`src/rtl/gdd_pkg.sv`:
```
package gdd_pkg;

  localparam int unsigned DAY_W     = 5;
  localparam int unsigned MONTH_W   = 4;
  localparam int unsigned YEAR_W    = 14;
  localparam int unsigned COUNT_W   = 22;
  localparam int unsigned ORD_W     = 23;
  localparam int unsigned CENT_W    = 9;
  localparam int unsigned LEAPS_W   = 13;
  localparam int unsigned YDAY_W    = 9;

  localparam logic [YEAR_W-1:0]  MIN_YEAR_RESET = 14'd1900;
  localparam logic [COUNT_W-1:0] DAY_COUNT_MAX  = 22'd4194303;
  localparam logic [ORD_W-1:0]   DAYS_PER_YEAR  = 23'd365;

  // floor(x / 100) == (x * CENT_RECIP) >> CENT_SHIFT for every x below 2**15.
  localparam logic [12:0] CENT_RECIP = 13'd5243;
  localparam int unsigned CENT_SHIFT = 19;
  localparam logic [14:0] CENT_DIV   = 15'd100;

  localparam logic [MONTH_W-1:0] MONTH_JAN = 4'd1;
  localparam logic [MONTH_W-1:0] MONTH_FEB = 4'd2;
  localparam logic [MONTH_W-1:0] MONTH_MAR = 4'd3;
  localparam logic [MONTH_W-1:0] MONTH_DEC = 4'd12;

  typedef struct packed {
    logic s1;
    logic s2;
    logic s3;
  } gdd_lane_en_t;

  typedef struct packed {
    logic             ok;
    logic [ORD_W-1:0] ordinal;
  } gdd_lane_res_t;

  function automatic logic [YDAY_W-1:0] gdd_days_before(input logic [MONTH_W-1:0] month);
    logic [YDAY_W-1:0] days;
    unique case (month)
      4'd2:    days = 9'd31;
      4'd3:    days = 9'd59;
      4'd4:    days = 9'd90;
      4'd5:    days = 9'd120;
      4'd6:    days = 9'd151;
      4'd7:    days = 9'd181;
      4'd8:    days = 9'd212;
      4'd9:    days = 9'd243;
      4'd10:   days = 9'd273;
      4'd11:   days = 9'd304;
      4'd12:   days = 9'd334;
      default: days = 9'd0;
    endcase
    return days;
  endfunction

  function automatic logic [DAY_W-1:0] gdd_month_len(input logic [MONTH_W-1:0] month);
    logic [DAY_W-1:0] len;
    unique case (month)
      4'd1, 4'd3, 4'd5, 4'd7, 4'd8, 4'd10, 4'd12: len = 5'd31;
      4'd4, 4'd6, 4'd9, 4'd11:                    len = 5'd30;
      4'd2:                                       len = 5'd28;
      default:                                    len = 5'd0;
    endcase
    return len;
  endfunction

endpackage

```
`src/rtl/gdd_if.sv`:
```
interface gdd_in_if;
  import gdd_pkg::*;

  logic               valid;
  logic               ready;
  logic [DAY_W-1:0]   first_day;
  logic [MONTH_W-1:0] first_month;
  logic [YEAR_W-1:0]  first_year;
  logic [DAY_W-1:0]   second_day;
  logic [MONTH_W-1:0] second_month;
  logic [YEAR_W-1:0]  second_year;

  modport source (
    output valid, first_day, first_month, first_year,
           second_day, second_month, second_year,
    input  ready
  );

  modport sink (
    input  valid, first_day, first_month, first_year,
           second_day, second_month, second_year,
    output ready
  );
endinterface

interface gdd_out_if;
  import gdd_pkg::*;

  logic               valid;
  logic               ready;
  logic [COUNT_W-1:0] day_count;
  logic               invalid_date;

  modport source (
    output valid, day_count, invalid_date,
    input  ready
  );

  modport sink (
    input  valid, day_count, invalid_date,
    output ready
  );
endinterface

```
`src/rtl/gdd_lane.sv`:
```
module gdd_lane (
  input  logic                         clk_i,
  input  gdd_pkg::gdd_lane_en_t        en_i,
  input  logic [gdd_pkg::DAY_W-1:0]    day_i,
  input  logic [gdd_pkg::MONTH_W-1:0]  month_i,
  input  logic [gdd_pkg::YEAR_W-1:0]   year_i,
  input  logic [gdd_pkg::YEAR_W-1:0]   min_year_i,
  output gdd_pkg::gdd_lane_res_t       res_o
);
  import gdd_pkg::*;

  // Stage 1: register the date and the rounded-up century count ceil(year / 100).
  logic [14:0]         year_p99;
  logic [27:0]         cent_prod;
  logic [CENT_W-1:0]   cent_d, cent_q;
  logic [DAY_W-1:0]    day_q;
  logic [MONTH_W-1:0]  month_q;
  logic [YEAR_W-1:0]   year_q;

  assign year_p99  = {1'b0, year_i} + 15'd99;
  assign cent_prod = {13'd0, year_p99} * {15'd0, CENT_RECIP};
  assign cent_d    = cent_prod[CENT_SHIFT +: CENT_W];

  always_ff @(posedge clk_i) begin
    if (en_i.s1) begin
      day_q   <= day_i;
      month_q <= month_i;
      year_q  <= year_i;
      cent_q  <= cent_d;
    end
  end

  // Stage 2: leap rule, date check, leap years before this year and day of year.
  logic [14:0]         cent_x100;
  logic                is_century;
  logic                leap;
  logic [14:0]         year_p3;
  logic [LEAPS_W-1:0]  q4;
  logic [LEAPS_W-1:0]  q400;
  logic [LEAPS_W-1:0]  leaps_d, leaps_q;
  logic [DAY_W-1:0]    month_len;
  logic [YDAY_W-1:0]   yday_d, yday_q;
  logic                ok_d, ok2_q;
  logic [YEAR_W-1:0]   year2_q;

  assign cent_x100  = {6'd0, cent_q} * CENT_DIV;
  assign is_century = (cent_x100 == {1'b0, year_q});
  // For a multiple of 100 the rounded-up century count is exact, so its low
  // two bits tell whether the year is also a multiple of 400.
  assign leap       = (year_q[1:0] == 2'b00) && (!is_century || (cent_q[1:0] == 2'b00));

  assign year_p3 = {1'b0, year_q} + 15'd3;
  assign q4      = year_p3[14:2];
  assign q400    = LEAPS_W'(({1'b0, cent_q} + 10'd3) >> 2);
  assign leaps_d = q4 - LEAPS_W'(cent_q) + q400;

  assign month_len = gdd_month_len(month_q) +
                     DAY_W'((month_q == MONTH_FEB) && leap);
  assign ok_d = (year_q >= min_year_i) && (month_q >= MONTH_JAN) &&
                (month_q <= MONTH_DEC) && (day_q != '0) && (day_q <= month_len);
  assign yday_d = gdd_days_before(month_q) + YDAY_W'(day_q) +
                  YDAY_W'((month_q >= MONTH_MAR) && leap);

  always_ff @(posedge clk_i) begin
    if (en_i.s2) begin
      year2_q <= year_q;
      leaps_q <= leaps_d;
      yday_q  <= yday_d;
      ok2_q   <= ok_d;
    end
  end

  // Stage 3: ordinal day number of the date.
  logic [ORD_W-1:0] ordinal_d;

  assign ordinal_d = ORD_W'(year2_q) * DAYS_PER_YEAR + ORD_W'(leaps_q) + ORD_W'(yday_q);

  always_ff @(posedge clk_i) begin
    if (en_i.s3) begin
      res_o.ordinal <= ordinal_d;
      res_o.ok      <= ok2_q;
    end
  end

endmodule

```
`src/rtl/gdd_merge.sv`:
```
module gdd_merge (
  input  logic                         clk_i,
  input  logic                         en_i,
  input  gdd_pkg::gdd_lane_res_t       res_a_i,
  input  gdd_pkg::gdd_lane_res_t       res_b_i,
  output logic [gdd_pkg::COUNT_W-1:0]  day_count_o,
  output logic                         invalid_date_o
);
  import gdd_pkg::*;

  logic [ORD_W-1:0]   diff_ab, diff_ba, diff_abs;
  logic               invalid_d;
  logic [COUNT_W-1:0] count_d;

  assign diff_ab   = res_a_i.ordinal - res_b_i.ordinal;
  assign diff_ba   = res_b_i.ordinal - res_a_i.ordinal;
  assign diff_abs  = (res_a_i.ordinal > res_b_i.ordinal) ? diff_ab : diff_ba;
  assign invalid_d = !res_a_i.ok || !res_b_i.ok;

  always_comb begin
    priority if (invalid_d) begin
      count_d = '0;
    end else if (diff_abs > ORD_W'(DAY_COUNT_MAX)) begin
      count_d = DAY_COUNT_MAX;
    end else begin
      count_d = diff_abs[COUNT_W-1:0];
    end
  end

  always_ff @(posedge clk_i) begin
    if (en_i) begin
      day_count_o    <= count_d;
      invalid_date_o <= invalid_d;
    end
  end

endmodule

```
`src/rtl/gregorian_day_difference_top.sv`:
```
// Gregorian day difference. Each input transaction carries two calendar dates
// and produces one output transaction with the absolute number of days between
// them, or a zero count with invalid_date set when either date is not a real
// date or lies before the programmed minimum year (reset value 1900). The block
// takes one transaction per clock cycle while out_o.ready does not hold the
// pipeline back; each result passes through four register stages: three in
// each of the two date lanes (century count, leap rule and date check, ordinal
// day) and the merge stage, whose output register holds the result. Counts
// above the 22-bit field saturate at its maximum.
// Write min_year only while no transaction is in flight.
module gregorian_day_difference_top (
  input  logic                        clk_i,
  input  logic                        rst_ni,
  input  logic                        cfg_we_i,
  input  logic [gdd_pkg::YEAR_W-1:0]  cfg_wdata_i,
  gdd_in_if.sink                      in_i,
  gdd_out_if.source                   out_o
);
  import gdd_pkg::*;

  // Minimum valid year register.
  logic [YEAR_W-1:0] min_year_q;

  always_ff @(posedge clk_i or negedge rst_ni) begin
    if (!rst_ni) begin
      min_year_q <= MIN_YEAR_RESET;
    end else if (cfg_we_i) begin
      min_year_q <= cfg_wdata_i;
    end
  end

  // Pipeline occupancy. Each stage may load whenever it is empty or its content
  // moves on in the same cycle, so bubbles collapse and a waiting result in the
  // output register does not stop new transactions from entering while an
  // earlier stage still has room.
  logic [3:0] vld_d, vld_q;
  logic [3:0] rdy;

  assign rdy[3] = !vld_q[3] || out_o.ready;
  assign rdy[2] = !vld_q[2] || rdy[3];
  assign rdy[1] = !vld_q[1] || rdy[2];
  assign rdy[0] = !vld_q[0] || rdy[1];

  assign vld_d[0] = rdy[0] ? in_i.valid : vld_q[0];
  assign vld_d[1] = rdy[1] ? vld_q[0]   : vld_q[1];
  assign vld_d[2] = rdy[2] ? vld_q[1]   : vld_q[2];
  assign vld_d[3] = rdy[3] ? vld_q[2]   : vld_q[3];

  always_ff @(posedge clk_i or negedge rst_ni) begin
    if (!rst_ni) begin
      vld_q <= '0;
    end else begin
      vld_q <= vld_d;
    end
  end

  assign in_i.ready  = rdy[0];
  assign out_o.valid = vld_q[3];

  // Stage load enables shared by both lanes: a stage captures new data only
  // when it has room and its upstream neighbor holds a valid transaction.
  gdd_lane_en_t lane_en;

  assign lane_en.s1 = rdy[0] && in_i.valid;
  assign lane_en.s2 = rdy[1] && vld_q[0];
  assign lane_en.s3 = rdy[2] && vld_q[1];

  // One lane per date; both run in lockstep.
  gdd_lane_res_t res_first, res_second;

  gdd_lane u_lane_first (
    .clk_i      (clk_i),
    .en_i       (lane_en),
    .day_i      (in_i.first_day),
    .month_i    (in_i.first_month),
    .year_i     (in_i.first_year),
    .min_year_i (min_year_q),
    .res_o      (res_first)
  );

  gdd_lane u_lane_second (
    .clk_i      (clk_i),
    .en_i       (lane_en),
    .day_i      (in_i.second_day),
    .month_i    (in_i.second_month),
    .year_i     (in_i.second_year),
    .min_year_i (min_year_q),
    .res_o      (res_second)
  );

  // The merge stage subtracts the two ordinals, saturates, and applies the
  // validity result; its register is the output register of the block.
  gdd_merge u_merge (
    .clk_i          (clk_i),
    .en_i           (rdy[3] && vld_q[2]),
    .res_a_i        (res_first),
    .res_b_i        (res_second),
    .day_count_o    (out_o.day_count),
    .invalid_date_o (out_o.invalid_date)
  );

endmodule
```
`src/flat_wrapper.sv`:
```
// flat-port wrapper written by rule: the top's interface ports become plain ports
module gregorian_day_difference_top_flat import gdd_pkg::*;
  (clk_i, rst_ni, cfg_we_i, cfg_wdata_i, in_i_valid, in_i_first_day, in_i_first_month, in_i_first_year, in_i_second_day, in_i_second_month, in_i_second_year, in_i_ready, out_o_valid, out_o_day_count, out_o_invalid_date, out_o_ready);
  gdd_in_if in_i_i ();
  gdd_out_if out_o_i ();
  input  logic clk_i;
  input  logic rst_ni;
  input  logic cfg_we_i;
  input  logic [gdd_pkg::YEAR_W-1:0] cfg_wdata_i;
  input wire logic [$bits(in_i_i.valid)-1:0] in_i_valid;
  input wire logic [$bits(in_i_i.first_day)-1:0] in_i_first_day;
  input wire logic [$bits(in_i_i.first_month)-1:0] in_i_first_month;
  input wire logic [$bits(in_i_i.first_year)-1:0] in_i_first_year;
  input wire logic [$bits(in_i_i.second_day)-1:0] in_i_second_day;
  input wire logic [$bits(in_i_i.second_month)-1:0] in_i_second_month;
  input wire logic [$bits(in_i_i.second_year)-1:0] in_i_second_year;
  output wire logic [$bits(in_i_i.ready)-1:0] in_i_ready;
  output wire logic [$bits(out_o_i.valid)-1:0] out_o_valid;
  output wire logic [$bits(out_o_i.day_count)-1:0] out_o_day_count;
  output wire logic [$bits(out_o_i.invalid_date)-1:0] out_o_invalid_date;
  input wire logic [$bits(out_o_i.ready)-1:0] out_o_ready;
  assign in_i_i.valid = in_i_valid;
  assign in_i_i.first_day = in_i_first_day;
  assign in_i_i.first_month = in_i_first_month;
  assign in_i_i.first_year = in_i_first_year;
  assign in_i_i.second_day = in_i_second_day;
  assign in_i_i.second_month = in_i_second_month;
  assign in_i_i.second_year = in_i_second_year;
  assign in_i_ready = in_i_i.ready;
  assign out_o_valid = out_o_i.valid;
  assign out_o_day_count = out_o_i.day_count;
  assign out_o_invalid_date = out_o_i.invalid_date;
  assign out_o_i.ready = out_o_ready;
  gregorian_day_difference_top u_core (.clk_i(clk_i), .rst_ni(rst_ni), .cfg_we_i(cfg_we_i), .cfg_wdata_i(cfg_wdata_i), .in_i(in_i_i), .out_o(out_o_i));
endmodule
```
`config.mk`:
```
export PLATFORM = sky130hd
export DESIGN_NAME = gregorian_day_difference_top_flat
export DESIGN_NICKNAME = d
export VERILOG_FILES = /design/src/rtl/gdd_pkg.sv /design/src/rtl/gdd_if.sv /design/src/rtl/gdd_lane.sv /design/src/rtl/gdd_merge.sv /design/src/rtl/gregorian_day_difference_top.sv /design/src/flat_wrapper.sv
export SDC_FILE = /design/constraint.sdc
export NUM_CORES = 1
export LEC_CHECK = 0
export BUFFER_PORTS_ARGS = -buffer_cell sky130_fd_sc_hd__buf_4
export CAP_MARGIN = 25
export CORE_MARGIN = 4
export CORE_UTILIZATION = 55
export DETAILED_ROUTE_END_ITERATION = 6
export PLACE_DENSITY_LB_ADDON = 0.05
export SETUP_SLACK_MARGIN = 0.05
export SLEW_MARGIN = 5
export SYNTH_ARGS = -nofsm -noshare
export SYNTH_HDL_FRONTEND = slang
export SYNTH_HIERARCHICAL = 1
export SYNTH_SLANG_ARGS = --single-unit
```
`constraint.sdc`:
```
create_clock -name clk_i -period 8.35 [get_ports clk_i]
set_input_delay 0 -clock clk_i [delete_from_list [all_inputs] [get_ports clk_i]]
set_output_delay 0 -clock clk_i [all_outputs]
set_load 0.02 [all_outputs]
```
Word level (Yosys, flattened, before mapping). Memory sizes are Yosys's and may differ from the RTL's. A register that Yosys moved wholly into a read port is not among the register bits. Index checks and enable logic that the tools add are counted.

$add $sub $neg: 22. $mul: 6. Divide/modulo/power cells: 0. Magnitude comparators: 12. Eq/ne operators: 4. Shift operators: 0. Multiplexer cells: 6. Bitwise logic cells: 0. Reductions and logical operators: 39.

Operators with widths (number): multiplier 15 x 13 -> 28 bit (second input constant) (2); adder 23 x 13 -> 23 bit (2); adder 23 x 9 -> 23 bit (2); multiplier 14 x 9 -> 23 bit (second input constant) (2); subtractor 23 bit (2); adder 14 x 2 -> 15 bit (second input constant) (2); adder 14 x 7 -> 15 bit (second input constant) (2); equality test 15 x 14 -> 1 bit (2); greater-or-equal comparator 14 bit (2); adder 13 x 8 -> 13 bit (2); multiplier 9 x 5 -> 13 bit (second input constant) (2); subtractor 13 x 9 -> 13 bit (2); greater-than comparator 23 x 22 -> 1 bit (second input constant) (1); greater-than comparator 23 bit (1); two-way mux 23 bit (1); two-way mux 22 bit (1); adder 9 x 2 -> 10 bit (second input constant) (2); adder 9 x 1 -> 9 bit (2); adder 9 x 5 -> 9 bit (2); logical AND 1 bit (18); two-way mux 4 bit (4); adder 5 x 1 -> 5 bit (2); less-or-equal comparator 5 bit (2); nonzero test 5 bit (2); other kinds (7) (27).

Bits in registers: 227. Bits in latches: 0. Memory bits (writable): 0. ROM bits: 448. Input port bits: 65. Output and inout bits: 25. Word-level logic and storage cells: 120. Memories kept: 4.

Memory list: (name not given) (depth 16, width 9, read ports 1, clocked after memory_dff 1, wr ports 0, RTL line gdd_pkg.sv:39) `unique case (month)`; (name not given) (depth 16, width 9, read ports 1, clocked after memory_dff 1, wr ports 0, RTL line gdd_pkg.sv:39); (name not given) (depth 16, width 5, read ports 1, clocked after memory_dff 1, wr ports 0, RTL line gdd_pkg.sv:58) `unique case (month)`; (name not given) (depth 16, width 5, read ports 1, clocked after memory_dff 1, wr ports 0, RTL line gdd_pkg.sv:58).

Depth between registers and ports, before layout.
Depth after elaboration: 9. Gate-level depth with buffers: 25. Depth with buffers taken out: 25.

By module. The synthesis kept the hierarchy.

Modules (own cells, without submodules): gdd_lane (u_core.u_lane_second) (times used 1, cells each 1233, area each 13138.9 sq um, sequential area each 3032.9 sq um); gdd_lane (u_core.u_lane_first) (times used 1, cells each 1221, area each 12944.9 sq um, sequential area each 3032.9 sq um); gdd_merge (times used 1, cells each 420, area each 3390.8 sq um, sequential area each 690.7 sq um); gregorian_day_difference_top (times used 1, cells each 45, area each 708.2 sq um, sequential area each 459.2 sq um).

Worst setup path after synthesis. Ideal clock, no wire load.

Path kind: register to register. Start: reg u_core.vld_q[3]. End: reg (tool-made name). Library setup time: 133 ps. Arrival time: 7075 ps. Data required time: 8217 ps. Path slack: 1142 ps. Cell stages (with the launch flop): 9. Buffers on the path: 1. Period minus slack after synthesis: 7208 ps. Cell sequence: dfrtp_1 -> and4b_1 -> a21boi_0 -> clkbuf_1 -> mux2i_1 -> inv_1 -> ha_1 -> o211ai_1 -> o21ai_0.

RTL lines: start, declared (RTL line gregorian_day_difference_top.sv:36) `logic [3:0] vld_d, vld_q;`; start signal, assigned (RTL line gregorian_day_difference_top.sv:53) `vld_q <= vld_d;`.

Worst setup path after layout.
Start: in in_i_second_year[0]. End: reg u_core.u_lane_second.cent_q[8], data pin.

Word-level cells in the longest chain between the ends: 2.

Ends and longest elaborated chain: start, declared (RTL line flat_wrapper.sv:16) `input wire logic [$bits(in_i_i.second_year)-1:0] in_i_second_year;`; adder 14 x 7 -> 15 bit (RTL line gdd_lane.sv:20) `assign year_p99 = {1'b0, year_i} + 15'd99;`; multiplier 15 x 13 -> 28 bit (RTL line gdd_lane.sv:21) `assign cent_prod = {13'd0, year_p99} * {15'd0, CENT_RECIP};`; via u_core.u_lane_second.cent_prod[27] (RTL line gdd_lane.sv:14) `logic [27:0] cent_prod;`; end signal, assigned (RTL line gdd_lane.sv:29) `cent_q <= cent_d;`; end, declared (RTL line gdd_lane.sv:15) `logic [CENT_W-1:0] cent_d, cent_q;`.

The timed path passes the listed nets, and every way through them passes these cells. A chain may end at the register's enable or synchronous reset.

==> impl_metrics.toml <==
[routing]
drt-pass1-iter-count = 4
initial_drt_markers = 871
ant_nets = 0
drc = 0
wire_per_inst_um = 17.6
route.final.wire_length_mm = 66.8
num_vias = 20600
via_per_inst = 5.41

[logic_synthesis]
synth.avg_cell_area_sq_um = 10.3
syn_inst = 2919
yosys.cell_types.count = 88
synth.yosys.seq_area_share_pct = 23.9
synth.top_cell.area_share_pct = 22.8
synthArstFlopShare_pct = 7.17
synth_top_cells_by_area = "sky130_fd_sc_hd__ha_1, sky130_fd_sc_hd__edfxtp_1, sky130_fd_sc_hd__fa_1"
postSynth.topFlopCell = "sky130_fd_sc_hd__edfxtp_1"
synth.largest_area_cell = "sky130_fd_sc_hd__ha_1"
synth-seq-cells = 251
count_of_flip_flops_with_a_built_in_enable_after_synthesis = 209
synth.cells.most_frequent = "sky130_fd_sc_hd__inv_1, sky130_fd_sc_hd__ha_1, sky130_fd_sc_hd__fa_1"
warnings_from_yosys = 6
post-synth-top-count-cell = "sky130_fd_sc_hd__inv_1"
synthesis.nets = 3825
syn_area_sq_um = 30200

[clock_network]
worst_skew_pair.late_latency_ns = 0.58
cts-htree-levels = 1
post_cts_resized = 0
cts_max_path_buffers = 3
cts.reportedPaths.clkPinSlew_ns = 0.06
tritoncts = "done"
tritoncts.num_buffers = 31
root_buffer = "sky130_fd_sc_hd__clkbuf_16"
tritoncts_num_sinks = 251

[global_route]
globalRoute.busiestLayer = "met2"
groute.layer.met1.usage_pct = 31.1
antenna_found_initial = 0
grt_pass1_vias = 21700
largest_net_degree_at_the_start_of_global_routing = 75
grt-ovfl-total = 0
grt_first_pass_wirelength_mm = 110
grt_util_all_layers_pct = 22.8
grt_use_met3_pct = 2.93
grt_use_met2_pct = 38.9

[cells_and_area]
final_nets = 3993
multi_input_logic_area_sq_um = 20400
diodes = 0
storage_cell_area_sq_um = 7220
num-fill-cells = 4494
synthToLayoutAreaGrowth_pct = 10.6
drive_above_1_share_pct = 6.69

[sta]
whs_ns = 0.151
report.final.setup_viol = 0
fin_tns_setup_ns = 0
tightestPinTransition_ns = 0.949
timing.final.max_slew_violations = 0
rsz0062_at_grt = "false"
final.setup_skew_ns = 0.0132
final-hold-violation-count = 0
finalCritPeriodShare_pct = 74.8
fmax_mhz = 160
time_the_worst_path_needs_with_i_o_delays_and_setup_ns = 6.24
maxSlewHeadroom_pct = 34.9

[setup_path]
biggest_fanout_along_the_worst_timing_path = 5
r2r.worst_path.cells = 15
critical_path.endpoint_type = "flip-flop"
worst-setup-path-type = "input port to flip-flop"
crit_path_start_kind = "input port"
worstReg2RegStart = "u_core/u_lane_second/year2_q[6]"
worstPathArrival_ns = 6.55
setup.reg_to_reg.worst_slack_ns = 2.72
critical_path_rt_ns = 8.66
worstReg2RegEnd = "u_core/u_lane_second/res_o[20]"

[flow_run]
cap_viol_max_count = 0

[die]
core_area_sq_um = 54000
die_width_um = 242
io_pins = 90
start_util_pct = 55.9
die_h_um = 242
placement_rows = 85
total_die_area_sq_um = 58700

[hold_path]
timing.hold.worst_endpoint = "u_core/u_lane_second/day_q[1]"
worst_hold_path_type = "input port to flip-flop"
hold-path-cell-count = 2
holdCritStartpoint = "in_i_second_day[1]"

[outcome]
status = "finished clean"

[placed_design]
globalplace.congestion = 0.901
port-buffer-count = 89
hpwlAfterDp_mm = 56.2
[what timing repair did]
item                       CTS  global route
setup endpoints to repair    0             0
hold endpoints to repair    97             0
hold buffers                79             0
setup buffers                0             0
[placed cells by master, fill, tap and decap left out, types with 5 or more instances in the layout]
| cell | synthesis | final |
|---|---|---|
| sky130_fd_sc_hd__inv_1 | 616 | 616 |
| sky130_fd_sc_hd__ha_1 | 549 | 549 |
| sky130_fd_sc_hd__fa_1 | 292 | 292 |
| sky130_fd_sc_hd__edfxtp_1 | 209 | 209 |
| sky130_fd_sc_hd__a21oi_1 | 144 | 144 |
| sky130_fd_sc_hd__xnor2_1 | 141 | 141 |
| sky130_fd_sc_hd__nand2_1 | 118 | 118 |
| sky130_fd_sc_hd__buf_4 | 5 | 94 |
| sky130_fd_sc_hd__nor2_1 | 93 | 93 |
| sky130_fd_sc_hd__o21ai_0 | 87 | 87 |
| sky130_fd_sc_hd__dlygate4sd3_1 | 0 | 79 |
| sky130_fd_sc_hd__xor2_1 | 74 | 74 |
| sky130_fd_sc_hd__a21o_1 | 63 | 63 |
| sky130_fd_sc_hd__nand3_1 | 57 | 57 |
| sky130_fd_sc_hd__clkbuf_16 | 0 | 31 |
| sky130_fd_sc_hd__nor2b_1 | 27 | 26 |
| sky130_fd_sc_hd__o21a_1 | 25 | 25 |
| sky130_fd_sc_hd__nand2b_1 | 24 | 24 |
| sky130_fd_sc_hd__dfxtp_1 | 24 | 24 |
| sky130_fd_sc_hd__and3_1 | 23 | 23 |
| sky130_fd_sc_hd__nor3_1 | 22 | 22 |
| sky130_fd_sc_hd__a211oi_1 | 21 | 21 |
| sky130_fd_sc_hd__nand4_1 | 17 | 17 |
| sky130_fd_sc_hd__mux2i_1 | 17 | 17 |
| sky130_fd_sc_hd__mux2_2 | 16 | 16 |
| sky130_fd_sc_hd__a31oi_1 | 16 | 16 |
| sky130_fd_sc_hd__o211ai_1 | 14 | 14 |
| sky130_fd_sc_hd__o21ai_1 | 12 | 12 |
| sky130_fd_sc_hd__and2_1 | 12 | 11 |
| sky130_fd_sc_hd__dfrtp_1 | 11 | 11 |
| sky130_fd_sc_hd__nor4_1 | 10 | 10 |
| sky130_fd_sc_hd__o21bai_1 | 9 | 9 |
| sky130_fd_sc_hd__and4_1 | 8 | 8 |
| sky130_fd_sc_hd__a21oi_2 | 8 | 8 |
| sky130_fd_sc_hd__nand3b_1 | 7 | 7 |
| sky130_fd_sc_hd__dfstp_2 | 7 | 7 |
| sky130_fd_sc_hd__or3_1 | 7 | 7 |
| sky130_fd_sc_hd__o31ai_1 | 6 | 6 |
| sky130_fd_sc_hd__o31a_1 | 5 | 5 |
| sky130_fd_sc_hd__a221o_1 | 5 | 5 |
[state kept, by name, indices dropped and copies added (netlist names), 4 cells and up, named ones only]
signal and cells:
u_core/u_lane_second/yday_q 9, u_core/u_lane_second/leaps_q 13, u_core/vld_q 4, u_core/u_lane_first/res_o 24, u_core/u_lane_first/cent_q 9, u_core/u_lane_first/leaps_q 13, u_core/u_lane_second/cent_q 9, u_core/u_lane_second/res_o 24
u_core/u_lane_second/day_q 5, u_core/u_merge/day_count_o 22, u_core/u_lane_second/year2_q 14, u_core/u_lane_first/year2_q 14, u_core/u_lane_first/day_q 5, u_core/u_lane_second/year_q 14, u_core/u_lane_first/yday_q 9, u_core/u_lane_first/month_q 4
u_core/u_lane_first/year_q 14, u_core/u_lane_second/month_q 4, u_core/min_year_q 14
[logic make-up after synthesis]
logic type | synth area share, %
adder cells (fa/ha/maj) | 42.1
buffers and inverters | 8.49
XOR/XNOR | 6.24
AO/OA/AOI/OAI | 10.4
flip-flops | 23.9
AND/OR/NAND/NOR | 7.59
multiplexers | 1.24
[per-stage QoR]
step / setup WS [ns] / area (sq um) / std cells / utilization, %
floorplan: 1.14 / 30200 / 2919 / -
global placement: 2.24 / 31500 / 3671 / 58.4
detailed placement: 2.07 / 31500 / 3671 / 58.4
CTS: 2.14 / 33400 / 3807 / 61.8
global route: 1.70 / 33400 / 3807 / 61.8
finish: 2.11 / 33400 / 3807 / 61.8
[worst max path at each step]
stage / startpoint / slack, ns / end / depth (start not counted)
floorplan: u_core/vld_q[3] / 1.14 / flip-flop / 8
global placement: in_i_first_year[0] / 2.24 / u_core/u_lane_first/cent_q[7] / 24
detailed placement: in_i_first_year[0] / 2.07 / u_core/u_lane_first/cent_q[7] / 24
CTS: in_i_first_year[0] / 2.14 / u_core/u_lane_first/cent_q[7] / 25
global route: in_i_second_year[0] / 1.70 / u_core/u_lane_second/cent_q[8] / 25
finish: in_i_second_year[0] / 2.11 / u_core/u_lane_second/cent_q[8] / 25
[cell type report]
cell class,count,share of cell area [%]
Clock inverter,22,0.727
Sequential cell,251,21.6
Timing Repair Buffer,173,4.48
Tap cell,696,2.61
Clock buffer,35,2.46
Inverter,616,6.93
Multi-Input combinational cell,2014,61.2
[critical path, stage by stage]
cell                            delay (ns)
sky130_fd_sc_hd__dlygate4sd3_1        0.53
sky130_fd_sc_hd__buf_4                0.13
sky130_fd_sc_hd__inv_1                0.10
sky130_fd_sc_hd__ha_1                 0.29
sky130_fd_sc_hd__nor2_1               0.23
sky130_fd_sc_hd__o31a_1               0.24
sky130_fd_sc_hd__nand3_1              0.12
sky130_fd_sc_hd__xnor2_1              0.40
sky130_fd_sc_hd__inv_1                0.25
sky130_fd_sc_hd__fa_1                 0.55
sky130_fd_sc_hd__inv_1                0.04
sky130_fd_sc_hd__ha_1                 0.30
sky130_fd_sc_hd__fa_1                 0.48
sky130_fd_sc_hd__inv_1                0.06
sky130_fd_sc_hd__fa_1                 0.51
sky130_fd_sc_hd__fa_1                 0.55
sky130_fd_sc_hd__inv_1                0.04
sky130_fd_sc_hd__ha_1                 0.30
sky130_fd_sc_hd__and4_1               0.19
sky130_fd_sc_hd__and2_1               0.17
sky130_fd_sc_hd__nand2_1              0.05
sky130_fd_sc_hd__or3_1                0.36
sky130_fd_sc_hd__a31oi_2              0.28
sky130_fd_sc_hd__mux2i_1              0.22
sky130_fd_sc_hd__o311ai_1             0.13
[layer usage]
metal	up-vias	share of wire, %
li1	10100	-
met1	10000	46
met2	364	48
met3	83	3.9
met4	0	2.3
met5	-	0
Power is not shown: default switching activity piles up to over one toggle a cycle in this logic, so the estimate is an artifact.
